--- src/design/spmv_pkg.sv ---
// shared constants, codes and types of the sparse matrix-vector multiplier
package spmv_pkg;

  localparam int unsigned VectorDepth = 4096;
  localparam int unsigned AddrW       = $clog2(VectorDepth);
  localparam int unsigned MaxRows     = 65536;
  localparam int unsigned RowW        = $clog2(MaxRows);
  // wide enough for row counter + 1, the row count register and MaxRows itself
  localparam int unsigned CntW        = (RowW + 1 > 17) ? RowW + 1 : 17;

  localparam int unsigned IndexW   = 12;
  localparam int unsigned RowCntW  = 17;
  localparam int unsigned PaddrW   = 3;
  localparam int unsigned PdataW   = 32;

  // register index as decoded from paddr[2]
  localparam logic RegRowCount = 1'b0;

  typedef enum logic [1:0] {
    ReqLoad    = 2'd0,
    ReqNonzero = 2'd1,
    ReqEmpty   = 2'd2
  } req_e;

  // item after the vector read stage
  typedef struct packed {
    logic               close;  // row ends with this item
    logic               nz;     // item carries a product
    logic signed [31:0] value;
    logic signed [31:0] elem;   // vector element at the column
  } stage_t;

endpackage

--- src/design/spmv_apb_regs.sv ---
// apb register file holding the row count
module spmv_apb_regs (
  input  logic                          clk_i,
  input  logic                          rst_ni,
  input  logic                          psel,
  input  logic                          penable,
  input  logic                          pwrite,
  input  logic [spmv_pkg::PaddrW-1:0]   paddr,
  input  logic [spmv_pkg::PdataW-1:0]   pwdata,
  output logic [spmv_pkg::PdataW-1:0]   prdata,
  output logic                          pready,
  output logic [spmv_pkg::RowCntW-1:0]  row_count_o
);

  logic [spmv_pkg::RowCntW-1:0] row_count_q, row_count_d;
  logic                         wr_en;

  assign pready = 1'b1;
  assign wr_en  = psel && penable && pwrite && pready;

  always_comb begin
    row_count_d = row_count_q;
    if (wr_en && (paddr[2] == spmv_pkg::RegRowCount)) begin
      row_count_d = pwdata[spmv_pkg::RowCntW-1:0];
    end
  end

  always_ff @(posedge clk_i or negedge rst_ni) begin
    if (!rst_ni) begin
      row_count_q <= spmv_pkg::RowCntW'(1);
    end else begin
      row_count_q <= row_count_d;
    end
  end

  always_comb begin
    prdata = '0;
    if (paddr[2] == spmv_pkg::RegRowCount) begin
      prdata = spmv_pkg::PdataW'(row_count_q);
    end
  end

  assign row_count_o = row_count_q;

endmodule

--- config.mk ---
export PLATFORM = sky130hd
export DESIGN_NAME = spmv_apb_regs
export DESIGN_NICKNAME = d
export VERILOG_FILES = /design/src/design/spmv_pkg.sv /design/src/design/spmv_apb_regs.sv
export SDC_FILE = /design/constraint.sdc
export NUM_CORES = 1
export LEC_CHECK = 0
export BUFFER_PORTS_ARGS = -buffer_cell sky130_fd_sc_hd__buf_2
export CORE_UTILIZATION = 37
export CTS_BUF_LIST = sky130_fd_sc_hd__clkbuf_4
export DETAILED_ROUTE_END_ITERATION = 12
export MAX_ROUTING_LAYER = met4
export PLACE_DENSITY = 0.93
export SLEW_MARGIN = 25
export SYNTH_ARGS = -nofsm -noshare
export SYNTH_HDL_FRONTEND = slang
export SYNTH_SLANG_ARGS = --single-unit
--- constraint.sdc ---
create_clock -name clk_i -period 0.8 [get_ports clk_i]
set_input_delay 0.16 -clock clk_i [delete_from_list [all_inputs] [get_ports clk_i]]
set_output_delay 0.16 -clock clk_i [all_outputs]
set_load 0.05 [all_outputs]
-- Word-level counts from Yosys, hierarchy flattened
Cells that the tools add are included.
Widths: inputs -> output; s select.
- register bits after elaboration: 17
- output and inout bits: 50
- logic and storage cells: 6
- input bits: 40
- muxes and demuxes: 1
- reductions and logical operators: 3
- bitwise operators: 1
- operators with widths (operator ; number):
    $mux 17 ; 1
    $logic_and 1x1->1 ; 3
    $not 1->1 ; 1

-- Longest topological paths before layout
- depth after elaboration: 3
- depth in mapped cells: 3
- gate-level depth less buffers: 2

-- Least setup slack after synthesis
Ideal clock, no wire load.
- kind: register to output
- start point: register row_count_q (netlist bit row_count_o[10])
- end point: output port prdata[10] (netlist bit)
- path buffers: 0
- cell stages (with the launch flop): 2
- slack: -0.764 ns
- data required time: 0.640 ns
- arrival: 1.404 ns
- cell sequence: dfrtp_1 -> nor2b_1
- longest elaborated chain between the ends: 1
- RTL lines (element ; line ; source):
    start: declaration ; spmv_apb_regs.sv:15 ; logic [spmv_pkg::RowCntW-1:0] row_count_q, row_count_d;
    start signal: assignment ; spmv_apb_regs.sv:30 ; row_count_q <= spmv_pkg::RowCntW'(1);
    start signal: assignment ; spmv_apb_regs.sv:32 ; row_count_q <= row_count_d;
    $mux 17 ; spmv_apb_regs.sv:38 ; if (paddr[2] == spmv_pkg::RegRowCount) begin
    end: declaration ; spmv_apb_regs.sv:10 ; output logic [spmv_pkg::PdataW-1:0] prdata,
No other way between the ends.

-- Final worst setup path
- start point: register row_count_q (netlist bit row_count_o[0])
- end point: output port prdata[0] (netlist bit)
Same word-level chain as after synthesis.

==> metrics.yaml <==
diodes: 0
die_w_microns: 52.3
slew_violations: 0
nNetsFinal: 182
core_sq_um: 2300
final-seq-area_sq_um: 447
synth.distinct_cells: 11
layout_min_cycle_time_ns: 1.27
drt_iter0_markers: 3
ir_worst_vdd_v: 0.00161
finalWorstSetupSlack_ns: -0.474
violations: "negative setup slack"
worstPathMaxFanout: 2
largest_reg_flops: 17
synth_top_family_by_area: "multiplexers"
track_usage_pct: 19.6
skew_ns: 0
yosysTopAreaCellShare_pct: 42.7
yosys-top-cells-area: "dfrtp_1, mux2_4, buf_4"
num_vias: 774
antenna_found_initial: 0
cap_violations: 0
synthXorXnorAreaFrac_pct: 0
cp-start-kind: "register"
synth-adder-area-share_pct: 0
io_pins: 90
cts_buffer_depth: 2
io_buffers: 56
synth-edff-count: 0
critPathKind: "reg2out"
grt_overflow: 0
cts_tree: "yes"
leakagePower_nw: 0.906
drc: 0
routedWlPerCell_microns: 16.6
fmax_mhz: 785
grt_pass1_wl_microns: 3680
worstHoldPathType: "in2reg"
hold_viol_final: 0
muxShareOfSynthArea_pct: 24.4
synthArstFlopShare_pct: 100
stdcell_count: 169
synth_compound_area_share_pct: 0
place_area_sq_um: 1360
ys.flop_type: "dfrtp_1"
dp_hpwl_microns: 1610
grt_setup_unrepaired: "yes"
cp_slowest_stage_delay_ns: 0.55
ctsHtreeMaxLevel: 1
syn_area_per_cell_sq_um: 13.0
grt_max_degree: 18
cp.required_ns: 0.64
synth-seq-area-share_pct: 45.5
fillCellCount: 138
dpl.cell_count: 156
yosys.area_share.simple_pct: 14.8
first_pass_iters: 4
clkTransAtPathRegs_ns: 0.10
synth_area_leader_cell: "dfrtp_1"
initial_core_util_pct: 40.8
cts_root_buffer: "clkbuf_4"
period_share_pct: 159
drive_gt1_share_pct: 87.9
finalWirelength_microns: 2810
syn_inst: 72
crit_path_end_kind: "primary output"
slowest_stage: "dfstp_2"
grt_pass1_vias: 745
die-area_sq_um: 2740
finalSetupViolations: 46
multiInputGateArea_sq_um: 543
cts_buffers: 3
cts_sinks: 17
crit_chain: "and2b_4 -> buf_8"
worstPathArrival_ns: 1.11
p_per_area_nw_per_um2: 2740
via_per_inst: 4.58
ys_warn_count: 0
finish.instance_area_sq_um: 1720
insertion_delay_ns: 0.27
area_growth_pct: 83.7
synth_common_cells: "buf_4, dfrtp_1, mux2_4, nor2b_1"
ant_nets: 0
synth_area_sq_um: 937
synth_seq_cells: 17
gp_routability_congestion: 0.647
fp-row-count: 17
status: "complete, but fails checks"
die_h_microns: 52.3
whs_ns: 0.102
through the flow:
step	TNS, ns	total power [mW]	worst slack (ns)	util (%)
final	-11.57	4.72	-0.474	74.9
after global routing	-13.13	4.89	-0.520	74.9
after CTS	-11.00	4.51	-0.471	71.8
after detailed placement	-9.39	3.50	-0.332	59.2
after global placement	-8.95	3.45	-0.319	59.2
after floorplan	-6.89	3.10	-0.336	-
final cells by class:
class | count | area share [%]
multi-input combinational | 51 | 31.5
timing repair buffer | 69 | 38.7
sequential | 17 | 25.9
tap | 28 | 2.03
clock buffer | 4 | 1.74
routing by layer:
metal  part of all wire [%]  global-route usage [%]  wire length, microns
met1                     38                    21.4                  1080
met2                     53                    35.0                  1490
met3                    7.2                    4.06                   202
met4                    1.3                    6.58                    36
met5                      0                       -                     0
cell usage in the layout, fill, tap and decap left out:
master,count
buf_6,35
buf_2,22
mux2_4,16
conb_1,16
dfrtp_2,16
nor2b_4,10
and2b_4,7
buf_8,6
clkbuf_4,4
buf_4,3
buf_12,2
nand4b_4,1
mux2_2,1
dlygate4sd3_1,1
dfstp_2,1
report_power, final:
part           internal (mW)  switching [mW]  leakage, nW  total (mW)
Clock                  0.227           0.255       0.0184       0.482
Combinational           1.28            1.67        0.702        2.94
Sequential              1.09           0.200        0.185        1.29
worst max-delay path, delay by kind of cell (launching register included):
kind                   cells  cell delay [ns]
flip-flops                 1             0.55
AND/OR/NAND/NOR            1             0.15
buffers and inverters      1             0.14
worst paths after layout:
path	startpoint	endpoint	slack (ns)	cells after the start
worst max-delay path	row_count_o[0]$_DFFE_PN1P_	prdata[0]	-0.47	2
worst min-delay path	pwdata[10]	row_count_o[10]$_DFFE_PN0P_	0.10	2
worst max register to register	row_count_o[4]$_DFFE_PN0P_	row_count_o[4]$_DFFE_PN0P_	-0.22	3
worst min register to register	row_count_o[9]$_DFFE_PN0P_	row_count_o[9]$_DFFE_PN0P_	0.56	1
max in group asynchronous	rst_ni	row_count_o[0]$_DFFE_PN1P_	0.10	2
min in group asynchronous	rst_ni	row_count_o[3]$_DFFE_PN0P_	0.39	2
repair_timing:
item | 4_1_cts | 5_1_grt
endpoints found under the setup margin | 34 | 51
endpoints found under the hold margin | 16 | 0
hold buffers | 1 | 0
gates resized for setup | 70 | 11
buffers inserted | 4 | 4
kinds of logic after synthesis:
family | after synthesis
multiplexers | 17
AND/OR/NAND/NOR | 18
other | 2
flip-flops | 17
buffers and inverters | 18
(Power assumes the default switching activity.)
