### config.mk
export PLATFORM = sky130hd
export DESIGN_NAME = spmv_mac_flat
export DESIGN_NICKNAME = d
export VERILOG_FILES = /design/src/design/spmv_pkg.sv /design/src/design/spmv_if.sv /design/src/design/spmv_mac.sv /design/src/flat_wrapper.sv
export SDC_FILE = /design/constraint.sdc
export NUM_CORES = 2
export LEC_CHECK = 0
export BUFFER_PORTS_ARGS = -buffer_cell sky130_fd_sc_hd__buf_2
export CAP_MARGIN = 10
export CORE_MARGIN = 3
export CORE_UTILIZATION = 60
export DETAILED_ROUTE_END_ITERATION = 12
export PLACE_DENSITY = 0.78
export SLEW_MARGIN = 20
export SYNTH_ARGS = -nofsm -noshare
export SYNTH_HDL_FRONTEND = slang
export SYNTH_SLANG_ARGS = --single-unit
### constraint.sdc
create_clock -name clk_i -period 4.4 [get_ports clk_i]
set_input_delay 0.88 -clock clk_i [delete_from_list [all_inputs] [get_ports clk_i]]
set_output_delay 0.88 -clock clk_i [all_outputs]
set_load 0.005 [all_outputs]
### src/design/spmv_pkg.sv
// shared constants, codes and types of the sparse matrix-vector multiplier
package spmv_pkg;

  localparam int unsigned VectorDepth = 4096;
  localparam int unsigned AddrW       = $clog2(VectorDepth);
  localparam int unsigned MaxRows     = 65536;
  localparam int unsigned RowW        = $clog2(MaxRows);
  // wide enough for row counter + 1, the row count register and MaxRows itself
  localparam int unsigned CntW        = (RowW + 1 > 17) ? RowW + 1 : 17;

  localparam int unsigned IndexW   = 12;
  localparam int unsigned RowCntW  = 17;
  localparam int unsigned PaddrW   = 3;
  localparam int unsigned PdataW   = 32;

  // register index as decoded from paddr[2]
  localparam logic RegRowCount = 1'b0;

  typedef enum logic [1:0] {
    ReqLoad    = 2'd0,
    ReqNonzero = 2'd1,
    ReqEmpty   = 2'd2
  } req_e;

  // item after the vector read stage
  typedef struct packed {
    logic               close;  // row ends with this item
    logic               nz;     // item carries a product
    logic signed [31:0] value;
    logic signed [31:0] elem;   // vector element at the column
  } stage_t;

endpackage

### src/design/spmv_if.sv


interface spmv_res_if;
  logic               valid;
  logic               ready;
  logic [15:0]        row_index;
  logic signed [63:0] row_sum;
  logic               last_row;
  logic               saturated;

  modport source (output valid, row_index, row_sum, last_row, saturated, input ready);
  modport sink   (input valid, row_index, row_sum, last_row, saturated, output ready);
endinterface

### src/design/spmv_mac.sv
// product register, saturating row accumulator, row counter and result register
module spmv_mac (
  input  logic                          clk_i,
  input  logic                          rst_ni,
  input  logic                          s1_valid_i,
  input  spmv_pkg::stage_t              s1_i,
  output logic                          s1_ready_o,
  input  logic [spmv_pkg::RowCntW-1:0]  row_count_i,
  spmv_res_if.source                    res_o
);

  localparam logic signed [63:0] SumMax = 64'sh7FFF_FFFF_FFFF_FFFF;
  localparam logic signed [63:0] SumMin = 64'sh8000_0000_0000_0000;

  logic                       s2_valid_q, s2_close_q;
  logic signed [63:0]         prod_q, prod_d;
  logic signed [63:0]         acc_q, acc_d, sum;
  logic                       sat_q, sat_d, ovf;
  logic [spmv_pkg::RowW-1:0]  row_cnt_q, row_cnt_d;
  logic [spmv_pkg::CntW-1:0]  cnt_next;
  logic                       last, wrap;
  logic                       out_free, s2_adv, close_now;

  logic                       out_valid_q;
  logic [15:0]                out_row_q;
  logic signed [63:0]         out_sum_q;
  logic                       out_last_q, out_sat_q;

  assign out_free   = !out_valid_q || res_o.ready;
  assign s2_adv     = s2_valid_q && (!s2_close_q || out_free);
  assign s1_ready_o = !s2_valid_q || s2_adv;
  assign close_now  = s2_adv && s2_close_q;

  assign prod_d = s1_i.nz ? (s1_i.value * s1_i.elem) : 64'sd0;

  // saturating add, clamps toward the sign of the accumulator
  always_comb begin
    sum = acc_q + prod_q;
    ovf = (acc_q[63] == prod_q[63]) && (sum[63] != acc_q[63]);
    if (ovf) begin
      sum = acc_q[63] ? SumMin : SumMax;
    end
  end

  assign cnt_next = spmv_pkg::CntW'(row_cnt_q) + spmv_pkg::CntW'(1);
  assign last     = (cnt_next == spmv_pkg::CntW'(row_count_i));
  assign wrap     = (cnt_next >= spmv_pkg::CntW'(spmv_pkg::MaxRows));

  always_comb begin
    acc_d     = acc_q;
    sat_d     = sat_q;
    row_cnt_d = row_cnt_q;
    if (s2_adv) begin
      if (s2_close_q) begin
        acc_d = 64'sd0;
        sat_d = 1'b0;
        if (last || wrap) begin
          row_cnt_d = '0;
        end else begin
          row_cnt_d = cnt_next[spmv_pkg::RowW-1:0];
        end
      end else begin
        acc_d = sum;
        sat_d = sat_q || ovf;
      end
    end
  end

  always_ff @(posedge clk_i or negedge rst_ni) begin
    if (!rst_ni) begin
      s2_valid_q  <= 1'b0;
      acc_q       <= 64'sd0;
      sat_q       <= 1'b0;
      row_cnt_q   <= '0;
      out_valid_q <= 1'b0;
    end else begin
      if (s1_ready_o) begin
        s2_valid_q <= s1_valid_i;
      end
      acc_q     <= acc_d;
      sat_q     <= sat_d;
      row_cnt_q <= row_cnt_d;
      if (close_now) begin
        out_valid_q <= 1'b1;
      end else if (res_o.ready) begin
        out_valid_q <= 1'b0;
      end
    end
  end

  always_ff @(posedge clk_i) begin
    if (s1_ready_o) begin
      prod_q     <= prod_d;
      s2_close_q <= s1_i.close;
    end
    if (close_now) begin
      out_row_q  <= 16'(row_cnt_q);
      out_sum_q  <= sum;
      out_last_q <= last;
      out_sat_q  <= sat_q || ovf;
    end
  end

  assign res_o.valid     = out_valid_q;
  assign res_o.row_index = out_row_q;
  assign res_o.row_sum   = out_sum_q;
  assign res_o.last_row  = out_last_q;
  assign res_o.saturated = out_sat_q;

endmodule

### src/flat_wrapper.sv
// flat-port wrapper written by rule: the top's interface ports become plain ports
module spmv_mac_flat 
  (clk_i, rst_ni, s1_valid_i, s1_i, s1_ready_o, row_count_i, res_o_valid, res_o_row_index, res_o_row_sum, res_o_last_row, res_o_saturated, res_o_ready);
  spmv_res_if res_o_i ();
  input  logic clk_i;
  input  logic rst_ni;
  input  logic s1_valid_i;
  input  spmv_pkg::stage_t s1_i;
  output logic s1_ready_o;
  input  logic [spmv_pkg::RowCntW-1:0] row_count_i;
  output wire logic [$bits(res_o_i.valid)-1:0] res_o_valid;
  output wire logic [$bits(res_o_i.row_index)-1:0] res_o_row_index;
  output wire logic [$bits(res_o_i.row_sum)-1:0] res_o_row_sum;
  output wire logic [$bits(res_o_i.last_row)-1:0] res_o_last_row;
  output wire logic [$bits(res_o_i.saturated)-1:0] res_o_saturated;
  input wire logic [$bits(res_o_i.ready)-1:0] res_o_ready;
  assign res_o_valid = res_o_i.valid;
  assign res_o_row_index = res_o_i.row_index;
  assign res_o_row_sum = res_o_i.row_sum;
  assign res_o_last_row = res_o_i.last_row;
  assign res_o_saturated = res_o_i.saturated;
  assign res_o_i.ready = res_o_ready;
  spmv_mac u_core (.clk_i(clk_i), .rst_ni(rst_ni), .s1_valid_i(s1_valid_i), .s1_i(s1_i), .s1_ready_o(s1_ready_o), .row_count_i(row_count_i), .res_o(res_o_i));
endmodule
### Word level (Yosys, flattened, before mapping)

Cells that the tools add are included.

* RAM bits: 0
* bits of input ports: 87
* latch bits: 0
* flip-flop bits (word level): 230
* memories: 0
* word-level logic and storage cells: 38
* memory bits (read-only): 0
* output and inout port bits: 84

* equality and inequality tests: 3
* muxes and demuxes: 7
* divide/modulo/power cells: 0
* shift-type cells: 0
* reductions and logical operators: 13
* magnitude comparators: 1
* multipliers: 1
* bitwise gates (word level): 0
* add/sub/neg operators: 2

Operators by type and width (number)
* 64-bit two-way mux: 3
* 64-bit adder: 1
* 32-bit by 32-bit multiplier with 64-bit output: 1
* 16-bit by 1-bit adder with 17-bit output (second input constant): 1
* 17-bit equality test: 1
* 17-bit >= comparator (second input constant): 1
* 16-bit two-way mux: 1
* 1-bit logical OR: 5
* 1-bit logical AND: 3
* 1-bit zero test: 3
* 1-bit two-way mux: 3
* 2-bit AND reduction: 1
* 2-bit nonzero test: 1
* 1-bit equality test: 1
* 1-bit inequality test: 1

### Logic depth before layout (Yosys ltp)

* word-level depth: 6
* gate-level depth with buffers: 29

### Worst setup path after synthesis

OpenSTA, ideal clock, no wires.

* kind: input to register
* start: in s1_i[63] (netlist name)
* end: reg u_core.prod_q[55] (data pin)
* setup slack: -3.907 ns
* cell stages on the path: 26
* path buffers: 1
* setup time: 0.260 ns
* data arrival time: 8.047 ns
* cell sequence: clkbuf_1 > nand2_1 > inv_1 > fa_1 > inv_1 > fa_1 > inv_1 > fa_1 > fa_1 > inv_1 > fa_1 > inv_1 > fa_1 > fa_1 > inv_1 > fa_1 > inv_1 > ha_1 > and3_1 > a31o_2 > a21oi_1 > a2bb2oi_1 > nand2b_1 > a221o_1 > a21oi_1 > mux2i_1

* longest elaborated chain between the ends: 1

RTL lines
* start, declared: RTL line flat_wrapper.sv:8 `input spmv_pkg::stage_t s1_i;`
* 32-bit by 32-bit multiplier with 64-bit output: RTL line spmv_mac.sv:34 `assign prod_d = s1_i.nz ? (s1_i.value * s1_i.elem) : 64'sd0;`
* end signal, assigned: RTL line spmv_mac.sv:93 `prod_q <= prod_d;`
* end, declared: RTL line spmv_mac.sv:16 `logic signed [63:0] prod_q, prod_d;`

No other way between the ends.
A chain may end at the register's enable or synchronous reset.

### Worst setup path in the final report

* start: in s1_i[51] (netlist name)
* end: reg u_core.prod_q[54] (data pin)

The elaborated chain is that of the path after synthesis.

==> metrics <==
CTS tree done; Die Area 0.0848 mm²; RePlAce Congestion 0.953; Placed Cells 6,508; synthesized area per cell 9.57 µm²; Num CTS Buffers 20; Tightest Pin Transition 0.960 ns; NumNets Final 7,005; clock latency on the worst-skew pair 0.52 ns; Initial DRT Pass Iterations 7; Core Area 0.0798 mm²; Cells after Synth 5,097; vias in the first global route 41,334; Final WS setup -3.18 ns; crit end category flip-flop; Yosys cell types 78; final worst-path cycle share 1.72; Remaining DRCs 0; CTS Sinks 230; most frequent cells in the layout fa_1 (981), inv_1 (929), nand2_1 (599); CTS HTree Levels 1; outcome finished with violations; Iter 0 DRT Violations 3,242; final hold violation count 0; layout cell share with drive strength beyond 1 0.215; pre-CTS WS -4.15 ns; PortBufs 170; most used cell, CP fa_1; CTS Buffer Depth 3; antenna violations before repair 3; overflow left after global routing 0; die width 291 µm; # rows 103; Die Y 291 µm; f_max 132 MHz; Area Overhead vs Synth 20.2%; Mapped Nets 6,515; Final Skew 0.0253 ns; CTS clock-pin slew for the worst setup and hold paths 0.07 ns; Setup violations, final 57; setup repair after global routing missed its margin yes; global-route usage over all layers 0.323; Syn. warnings 0; failing checks setup timing; Max-Cap Viols 0; ys flop type edfxtp_1; slowest CP cell fa_2; Startpoint Class input pin; Ports 171; most common cell after layout, fill and taps aside fa_1; cell area after synthesis 0.0488 mm²; Hold Crit Class input pin to async pin; ys async rst share 0.361; Worst EP required 4.65 ns; Yosys reg bits 230; CTS root buf clkbuf_16; first-pass GRT wire length 220 mm; setup tns final -145.62 ns; post-DP HPWL 109 mm; drt total wl 138 mm; Final Non-Filler Cells 6,654; kind of critical path input pin to flip-flop; WP data arrival 7.82 ns; Final Critical Period 7.58 ns; Starting Density 0.611; Slew headroom 0.360; WL per Instance 20.7 µm; Detail Route Antenna Nets 0; vias 38,162; Crit Path Max Fanout 7; via-per-instance ratio 5.74; Worst path max stage delay 0.64 ns; largest net degree at the start of global routing 77; Post-synth EDFFs 147; sequential share of the synthesized area 0.133; fillers 5,236; count of final max-slew check failures 0
## critical path: cells and delay by family
family / cells / cell delay [ns]
adders and majority gates: 9 / 4.38
AOI/OAI and AO/OA: 6 / 1.44
buffers and inverters: 6 / 0.63
and+or+nand+nor: 3 / 0.33
xor gates and xnor gates: 1 / 0.13
## cells in the mapped netlist, types with 6 or more instances
cell / n / area share
a211oi_1: 15 / 0.0023
a21o_1: 62 / 0.0095
a21oi_1: 178 / 0.018
a221o_1: 9 / 0.0018
a22o_1: 30 / 0.0054
a31oi_1: 30 / 0.0038
and2_1: 529 / 0.068
and3_1: 28 / 0.0036
and4_1: 7 / 0.0013
buf_2: 12 / 0.0012
clkbuf_1: 254 / 0.020
dfrtp_1: 83 / 0.043
edfxtp_1: 147 / 0.090
fa_1: 1083 / 0.44
ha_1: 248 / 0.064
inv_1: 978 / 0.075
mux2i_1: 12 / 0.0025
nand2_1: 627 / 0.048
nand2b_1: 33 / 0.0042
nand3_1: 31 / 0.0032
nand4_1: 32 / 0.0041
nor2_1: 181 / 0.014
nor2b_1: 23 / 0.0029
nor3_1: 23 / 0.0024
o211ai_1: 9 / 0.0014
o21a_1: 15 / 0.0023
o21ai_0: 108 / 0.011
o21ai_1: 16 / 0.0016
o21bai_1: 31 / 0.0048
o31ai_1: 20 / 0.0031
or2_2: 6 / 0.00077
or3_1: 16 / 0.0021
xnor2_1: 79 / 0.014
xor2_1: 50 / 0.0090
## through the flow
stage,cell area [µm²],util,hold slack [ns]
CTS,57500,0.721,0.493
finish,58700,0.735,0.460
detailed placement,54500,0.683,0.478
floorplan,50200,-,0.420
global placement,54500,0.683,0.467
global route,58600,0.735,0.499
## routing by layer
layer / vias up / GRT usage / share of wire
met5: - / 0 / 0
met4: 0 / 0.0935 / 0.034
met3: 343 / 0.0549 / 0.091
met2: 1895 / 0.526 / 0.47
met1: 19385 / 0.452 / 0.40
li1: 16539 / - / -
## cells by family (layout without fill, tap and decap cells)
group / Yosys count / count (layout) / synth area share
and+or+nand+nor: 1559 / 1559 / 0.158
adders and majority gates: 1332 / 1332 / 0.508
buffers and inverters: 1250 / 1754 / 0.0969
AOI/OAI and AO/OA: 583 / 583 / 0.0774
DFF: 230 / 230 / 0.133
xor gates and xnor gates: 129 / 129 / 0.0232
muxes: 14 / 14 / 0.00292
other: 0 / 3 / 0
## final timing paths
check | start | depth (start not counted) | slack [ns] | end
worst min register to register | u_core.acc_q[25] | 1 | 0.49 | u_core.acc_q[25]
worst max register to register | u_core.acc_q[0] | 13 | 0.37 | u_core.res_o.row_sum[56]
worst min-delay path | rst_ni | 1 | 0.46 | u_core.acc_q[4]
worst max-delay path | s1_i[51] | 25 | -3.18 | u_core.prod_q[54]
max in group asynchronous | rst_ni | 2 | 3.06 | u_core.row_cnt_q[15]
min in group clk_i | u_core.acc_q[25] | 1 | 0.49 | u_core.acc_q[25]
## state kept, by name, indices dropped and copies added (netlist names)
register / count
u_core.acc_q: 64
u_core.prod_q: 64
u_core.res_o.last_row: 1
u_core.res_o.row_index: 16
u_core.res_o.row_sum: 64
u_core.res_o.saturated: 1
u_core.res_o.valid: 1
u_core.row_cnt_q: 16
u_core.s2_close_q: 1
u_core.s2_valid_q: 1
u_core.sat_q: 1
## timing repair
item | CTS | global route
hold buffers | 0 | 0
pin swaps | 227 | 161
setup buffers | 66 | 39
endpoints found under the setup margin | 58 | 58
cloned | 7 | 4
gates resized for setup | 426 | 187
## layout make-up
cell class	count	area (µm²)	area share
clock inverters	13	145	0.00247
inverters	979	3680	0.0628
flip-flops and latches	230	6490	0.111
well taps	1050	1310	0.0224
multi-input cells	3617	39700	0.676
clock buffers	23	533	0.00909
diodes	3	7.51	0.000128
repair buffers	739	6820	0.116
Power is left out: the tool's default activity adds up to more than one toggle a clock period on the data nets, which glitch-free logic cannot reach.
